## src/rtl/core/spsg_pkg.sv

```systemverilog
package spsg_pkg;

    localparam int unsigned CFG_W     = 16;
    localparam int unsigned CFG_IDX_W = 3;
    localparam int unsigned ANGLE_W   = 8;

    // register map
    localparam logic [CFG_IDX_W-1:0] REG_PERIOD    = 3'd0;
    localparam logic [CFG_IDX_W-1:0] REG_PULSE_MIN = 3'd1;
    localparam logic [CFG_IDX_W-1:0] REG_PULSE_MAX = 3'd2;
    localparam logic [CFG_IDX_W-1:0] REG_HOME      = 3'd3;
    localparam logic [CFG_IDX_W-1:0] REG_PUSH      = 3'd4;
    localparam logic [CFG_IDX_W-1:0] REG_RETURN    = 3'd5;

    localparam logic [CFG_W-1:0] PERIOD_RST    = 16'd20000;
    localparam logic [CFG_W-1:0] PULSE_MIN_RST = 16'd450;
    localparam logic [CFG_W-1:0] PULSE_MAX_RST = 16'd2500;
    localparam logic [CFG_W-1:0] HOME_RST      = 16'd25;
    localparam logic [CFG_W-1:0] PUSH_RST      = 16'd150;
    localparam logic [CFG_W-1:0] RETURN_RST    = 16'd50;

    // request kinds
    localparam logic FUNC_TICK  = 1'b0;
    localparam logic FUNC_START = 1'b1;

    localparam logic [ANGLE_W-1:0] MAX_ANGLE = 8'd180;

    // angle * span / 180 is done as ((angle * span) >> 2) / 45 by reciprocal
    localparam int unsigned PROD_W      = ANGLE_W + CFG_W;
    localparam int unsigned SCALED_W    = PROD_W - 2;
    localparam int unsigned ANGLE_DIV   = 45;
    localparam int unsigned RECIP_SHIFT = 28;
    localparam int unsigned RECIP_W     = 23;
    localparam int unsigned QMUL_W      = SCALED_W + RECIP_W;
    localparam int unsigned RECIP_MULT  =
        ((32'd1 << RECIP_SHIFT) + ANGLE_DIV - 1) / ANGLE_DIV;

    typedef enum logic [1:0] {
        PH_IDLE   = 2'd0,
        PH_HOME   = 2'd1,
        PH_PUSH   = 2'd2,
        PH_RETURN = 2'd3
    } phase_t;

    typedef struct packed {
        logic               func;
        logic [ANGLE_W-1:0] angle;
    } in_item_t;

    typedef struct packed {
        logic   pin;
        logic   busy_res;
        phase_t phase;
        logic   sequence_done;
        logic   start_ignored;
    } out_item_t;

endpackage

```

## src/rtl/core/servo_pulse_sequence_generator.sv

```systemverilog
// channel   direction   handshake              payload
// in        request in  in_valid / in_stall    in_data  (func, angle)
// out       result out  out_valid / out_stall  out_data (pin, busy_res, phase, done, ignored)
// cfg       write in    cfg_we                 cfg_index, cfg_data
//
// one request per clock while the result is not stalled; a taken request passes through
// the input register, product register and result register
// the angle * span product and the reciprocal multiply sit in separate stages
// reset returns the sequencer to idle and the configuration registers to their power-up values
// a stalled result holds; the two stages before it keep taking requests until full
module servo_pulse_sequence_generator
    import spsg_pkg::*;
(
    input  logic                 clk,
    input  logic                 rst_n,
    input  logic                 in_valid,
    output logic                 in_stall,
    input  in_item_t             in_data,
    output logic                 out_valid,
    input  logic                 out_stall,
    output out_item_t            out_data,
    input  logic                 cfg_we,
    input  logic [CFG_IDX_W-1:0] cfg_index,
    input  logic [CFG_W-1:0]     cfg_data
);

    logic [CFG_W-1:0] period_reg;
    logic [CFG_W-1:0] pulse_min_reg;
    logic [CFG_W-1:0] pulse_max_reg;
    logic [CFG_W-1:0] home_reg;
    logic [CFG_W-1:0] push_reg;
    logic [CFG_W-1:0] return_reg;

    logic              s1_valid_reg;
    in_item_t          s1_item_reg;
    logic              s2_valid_reg;
    logic              s2_func_reg;
    logic [PROD_W-1:0] s2_prod_reg;
    logic [PROD_W-1:0] s2_prod_next;

    logic out_adv;
    logic s2_free;
    logic s1_free;
    logic commit;

    phase_t           phase_reg;
    phase_t           phase_next;
    logic [CFG_W-1:0] tick_reg;
    logic [CFG_W-1:0] tick_next;
    logic [CFG_W-1:0] periods_reg;
    logic [CFG_W-1:0] periods_next;
    logic [CFG_W-1:0] target_reg;
    logic [CFG_W-1:0] target_next;

    logic              out_valid_reg;
    out_item_t         out_data_reg;
    out_item_t         out_data_next;

    logic [ANGLE_W-1:0] angle_sat;
    logic [CFG_W-1:0]   span;
    logic [QMUL_W-1:0]  qmul;
    logic [CFG_W-1:0]   target_calc;
    logic [CFG_W:0]     tick_inc;
    logic [CFG_W-1:0]   period_eff;
    logic [CFG_W-1:0]   periods_inc;
    logic [CFG_W-1:0]   pulse_sel;

    function automatic logic [CFG_W-1:0] phase_count(
        input phase_t           ph,
        input logic [CFG_W-1:0] h,
        input logic [CFG_W-1:0] p,
        input logic [CFG_W-1:0] r
    );
        logic [CFG_W-1:0] cnt;
        unique case (ph)
            PH_HOME:   cnt = h;
            PH_PUSH:   cnt = p;
            PH_RETURN: cnt = r;
            default:   cnt = '0;
        endcase
        return cnt;
    endfunction

    // first phase at or after ph with a nonzero count, idle if none
    function automatic phase_t next_active(
        input phase_t           ph,
        input logic [CFG_W-1:0] h,
        input logic [CFG_W-1:0] p,
        input logic [CFG_W-1:0] r
    );
        phase_t res;
        unique case (ph)
            PH_HOME:
            begin
                if (h != '0)
                    res = PH_HOME;
                else if (p != '0)
                    res = PH_PUSH;
                else if (r != '0)
                    res = PH_RETURN;
                else
                    res = PH_IDLE;
            end
            PH_PUSH:
            begin
                if (p != '0)
                    res = PH_PUSH;
                else if (r != '0)
                    res = PH_RETURN;
                else
                    res = PH_IDLE;
            end
            PH_RETURN:
            begin
                res = (r != '0) ? PH_RETURN : PH_IDLE;
            end
            default:
            begin
                res = PH_IDLE;
            end
        endcase
        return res;
    endfunction

    // configuration registers
    always_ff @(posedge clk or negedge rst_n)
    begin
        if (!rst_n)
        begin
            period_reg    <= PERIOD_RST;
            pulse_min_reg <= PULSE_MIN_RST;
            pulse_max_reg <= PULSE_MAX_RST;
            home_reg      <= HOME_RST;
            push_reg      <= PUSH_RST;
            return_reg    <= RETURN_RST;
        end
        else if (cfg_we)
        begin
            unique case (cfg_index)
                REG_PERIOD:    period_reg    <= cfg_data;
                REG_PULSE_MIN: pulse_min_reg <= cfg_data;
                REG_PULSE_MAX: pulse_max_reg <= cfg_data;
                REG_HOME:      home_reg      <= cfg_data;
                REG_PUSH:      push_reg      <= cfg_data;
                REG_RETURN:    return_reg    <= cfg_data;
                default:       ;
            endcase
        end
    end

    // pipeline flow control
    assign out_adv  = !out_valid_reg || !out_stall;
    assign s2_free  = !s2_valid_reg || out_adv;
    assign s1_free  = !s1_valid_reg || s2_free;
    assign commit   = s2_valid_reg && out_adv;
    assign in_stall = !s1_free;

    always_ff @(posedge clk or negedge rst_n)
    begin
        if (!rst_n)
        begin
            s1_valid_reg  <= 1'b0;
            s2_valid_reg  <= 1'b0;
            out_valid_reg <= 1'b0;
        end
        else
        begin
            if (s1_free)
                s1_valid_reg <= in_valid;
            if (s2_free)
                s2_valid_reg <= s1_valid_reg;
            if (out_adv)
                out_valid_reg <= s2_valid_reg;
        end
    end

    always_ff @(posedge clk)
    begin
        if (s1_free)
            s1_item_reg <= in_data;
        if (s2_free)
        begin
            s2_func_reg <= s1_item_reg.func;
            s2_prod_reg <= s2_prod_next;
        end
        if (out_adv)
            out_data_reg <= out_data_next;
    end

    // stage one: saturated angle times pulse span
    always_comb
    begin
        angle_sat = (s1_item_reg.angle > MAX_ANGLE) ? MAX_ANGLE : s1_item_reg.angle;
        span      = (pulse_max_reg > pulse_min_reg) ? (pulse_max_reg - pulse_min_reg) : '0;
        s2_prod_next = PROD_W'(angle_sat) * PROD_W'(span);
    end

    // stage two: divide by 180, then the sequencer step
    always_comb
    begin
        qmul        = QMUL_W'(s2_prod_reg[PROD_W-1:2]) * QMUL_W'(RECIP_MULT);
        target_calc = pulse_min_reg + qmul[RECIP_SHIFT +: CFG_W];
    end

    // sequencer next state
    always_comb
    begin
        phase_next   = phase_reg;
        tick_next    = tick_reg;
        periods_next = periods_reg;
        target_next  = target_reg;
        period_eff   = (period_reg == '0) ? CFG_W'(1) : period_reg;
        tick_inc     = {1'b0, tick_reg} + 1'b1;
        periods_inc  = periods_reg + 1'b1;
        if (s2_func_reg == FUNC_START)
        begin
            if (phase_reg == PH_IDLE)
            begin
                target_next  = target_calc;
                tick_next    = '0;
                periods_next = '0;
                phase_next   = next_active(PH_HOME, home_reg, push_reg, return_reg);
            end
        end
        else if (phase_reg != PH_IDLE)
        begin
            if (tick_inc >= {1'b0, period_eff})
            begin
                tick_next = '0;
                if (periods_inc >= phase_count(phase_reg, home_reg, push_reg, return_reg))
                begin
                    periods_next = '0;
                    phase_next   = next_active(phase_t'(phase_reg + 2'd1),
                                               home_reg, push_reg, return_reg);
                end
                else
                begin
                    periods_next = periods_inc;
                end
            end
            else
            begin
                tick_next = tick_inc[CFG_W-1:0];
            end
        end
    end

    // result fields from the updated state
    always_comb
    begin
        pulse_sel = (phase_next == PH_PUSH) ? target_next : pulse_min_reg;
        out_data_next.pin      = (phase_next != PH_IDLE) && (tick_next < pulse_sel);
        out_data_next.busy_res = (phase_next != PH_IDLE);
        out_data_next.phase    = phase_next;
        out_data_next.start_ignored =
            (s2_func_reg == FUNC_START) && (phase_reg != PH_IDLE);
        // a sequence ends on a tick that leaves the last phase, or on a start
        // whose phases all have zero length
        out_data_next.sequence_done =
            (phase_next == PH_IDLE) &&
            (((s2_func_reg == FUNC_START) && (phase_reg == PH_IDLE)) ||
             ((s2_func_reg == FUNC_TICK) && (phase_reg != PH_IDLE)));
    end

    always_ff @(posedge clk or negedge rst_n)
    begin
        if (!rst_n)
        begin
            phase_reg   <= PH_IDLE;
            tick_reg    <= '0;
            periods_reg <= '0;
            target_reg  <= '0;
        end
        else if (commit)
        begin
            phase_reg   <= phase_next;
            tick_reg    <= tick_next;
            periods_reg <= periods_next;
            target_reg  <= target_next;
        end
    end

    assign out_valid = out_valid_reg;
    assign out_data  = out_data_reg;

endmodule

```

## config.mk

```make
export PLATFORM = sky130hd
export DESIGN_NAME = servo_pulse_sequence_generator
export DESIGN_NICKNAME = d
export VERILOG_FILES = /design/src/rtl/core/spsg_pkg.sv /design/src/rtl/core/servo_pulse_sequence_generator.sv
export SDC_FILE = /design/constraint.sdc
export NUM_CORES = 1
export LEC_CHECK = 0
export BUFFER_PORTS_ARGS = -buffer_cell sky130_fd_sc_hd__buf_4
export CORE_MARGIN = 2
export CORE_UTILIZATION = 55
export DETAILED_ROUTE_END_ITERATION = 10
export GPL_TIMING_DRIVEN = 0
export MAX_ROUTING_LAYER = met4
export PLACE_DENSITY = 0.77
export SLEW_MARGIN = 0
export SYNTH_ARGS = -nofsm -noshare
export SYNTH_HDL_FRONTEND = slang
export SYNTH_SLANG_ARGS = --single-unit
```

## constraint.sdc

```tcl
create_clock -name clk -period 11.6 [get_ports clk]
set_input_delay 2.32 -clock clk [delete_from_list [all_inputs] [get_ports clk]]
set_output_delay 2.32 -clock clk [all_outputs]
set_load 0.005 [all_outputs]
```

==> results_dict.tcl <==
set metrics [dict create \
    numCtsBuffers 17 \
    root_buffer "clkbuf_16" \
    gr-total-overflow 0 \
    avgSynthCellArea_um2 9.64 \
    reg2reg_to "out_data[5]" \
    setup.worst_path.start_class "flip-flop" \
    initial_utilization_pct 56.0 \
    largest_reg_flops 22 \
    path_common_cell "fa_1" \
    skew_ns 0.0167 \
    antenna_left 0 \
    drt-total-wl_mm 50.3 \
    critPathSlowestCell "o41ai_1" \
    post_cts_buffers 0 \
    cp.required_ns 11.77 \
    critPathCaptureType "flip-flop" \
    synth_area_leaders "fa_1, ha_1, dfrtp_1, inv_1, edfxtp_1" \
    hold_path_class "reg2reg" \
    slowest_delay_ns 0.56 \
    synth_cells 2187 \
    reg2reg_from "s2_prod_reg[14]" \
    cts.clk_slew.worst_paths_ns 0.08 \
    grt_setup_unrepaired "no" \
    ys_top_cells_by_count "inv_1, ha_1, nand2_1" \
    core_um2 37700 \
    finalHoldViolations 0 \
    layout-drive-gt1-share_pct 9.03 \
    ys_seq_area_share_pct 23.2 \
    ff2ff_path_depth 38 \
    grtUsageTotal_pct 27.9 \
    drv_cap 0 \
    ctsHoldBuffers 0 \
    die-area_um2 39900 \
    vias 15800 \
    dp_hpwl_mm 41.2 \
    die_h_um 200 \
    fmaxAchievable_mhz 95.3 \
    die_w_um 200 \
    ctsResizeCount 0 \
    fin_crit_sh_pct 90.4 \
    synth_edf_count 38 \
    grt_antenna_before_repair 0 \
    r2r_slack_ns 1.11 \
    yosysUniqueCellTypes 74 \
    synthArstFlopShare_pct 79.7 \
    dr.pass1.iters 6 \
    synth_nets 2741 \
    syn_area_um2 21100 \
    synth_top_cell_area_share_pct 20.3 \
    grt_start_max_net_pins 82 \
    wire_per_inst_um 18.2 \
    routabilityCongestion 0.924 \
    portBuffers 39 \
    yosys.cell_count.top_type "inv_1" \
    initialDrtViolationCount 1163 \
    slew_viol_final 0 \
    row_count 71 \
    worst_ep_arrival_time_ns 10.65 \
    h-tree-depth 4 \
    fin_crit_ns 10.49 \
    drc 0 \
    routed_via_density 5.69 \
    critPathKind "reg2reg" \
    grt_pass1_vias 16600 \
    yosys_register_bits 187 \
    setup_tns_ns 0 \
    cp_max_fo 4 \
    tightest_slew_ns 1.05 \
    cts_num_sinks 187 \
    fin_nets 2800 \
    cts_buffer_depth 2 \
    status "finished, final reports clean" \
    synth_warnings 0 \
    setup_viol 0 \
    crit_buf_inv 4 \
    antennaDiodeCount 0 \
    hp-start "s1_item_reg[8]" \
    grt_pass1_wl_mm 84.2 \
    syn_to_final_growth_pct 7.34 \
    relSlewSlack_pct 30.1 \
    fin_util_pct 60.1 \
    cts_tree "built" \
    holdPathEnd "s2_func_reg" \
    ys.flop_type "dfrtp_1" \
    crit_family "adder cells" \
    insertion_delay_ns 0.46 \
    io_pins 41 \
    hold_depth 0 \
    yosysTopAreaCell "fa_1" \
]
## through the flow
| stage | instances | hold WS [ns] | worst slack, ns | cell area, µm² |
|---|---|---|---|---|
| final | 2770 | 0.429 | 1.11 | 22600 |
| after global routing | 2770 | 0.445 | 0.501 | 22600 |
| after CTS | 2770 | 0.435 | 1.17 | 22600 |
| after detailed placement | 2738 | 0.418 | 1.21 | 22000 |
| after global placement | 2737 | 0.409 | 1.32 | 22000 |
| after floorplan | 2187 | 0.400 | 2.40 | 21100 |
## layout by cell type (no fill, tap or decap), drive strengths merged, types with 29 or more instances in the layout
cell type	instances
a21o	29
a21oi	54
and2	33
buf	52
clkbuf	58
dfrtp	125
edfxtp	38
fa	214
ha	307
inv	372
mux2	85
nand2	265
nand3	46
nor2	87
o21ai	119
xnor2	57
xor2	33
## routing by layer
layer	wire length, µm	global-route usage (%)	part of all wire, %	vias to the layer above
met4	1770	9.79	3.5	0
li1	-	-	-	7364
met3	2810	3.39	5.6	97
met2	23200	43.5	46	518
met5	0	-	0	-
met1	22500	37.9	45	7794
## cell type report
class	count	area, µm²
fillers	3131	15000
multi-input cells	1583	14600
flip-flops and latches	187	4900
inverters	368	1380
well taps	511	639
clock buffers	21	482
repair buffers	40	324
plain buffers	49	198
clock inverters	11	103
## cells by family (layout without fill, tap and decap cells)
kind of cell             after synthesis  count (layout)  synth area share, %
buffers and inverters                417             489                 7.49
AO/OA/AOI/OAI                        293             293                 8.79
multiplexers                         100             100                 5.25
AND/OR/NAND/NOR                      578             578                 12.8
adder cells (fa/ha/maj)              521             521                 38.5
flip-flops                           187             187                 23.2
XOR/XNOR                              91              91                 3.85
## how the worst max path moves through the flow
| stage | slack, ns | cells past startpoint | startpoint | end |
|---|---|---|---|---|
| floorplan | 2.40 | 37 | s2_prod_reg[23] | out_data[5] |
| global placement | 1.32 | 38 | s2_prod_reg[14] | out_data[5] |
| detailed placement | 1.21 | 38 | s2_prod_reg[14] | out_data[5] |
| CTS | 1.17 | 38 | s2_prod_reg[14] | out_data[5] |
| global route | 0.50 | 38 | s2_prod_reg[19] | out_data[5] |
| finish | 1.11 | 38 | s2_prod_reg[14] | out_data[5] |
Power is not shown: default switching activity piles up to over one toggle a cycle in this logic, so the estimate is an artifact.
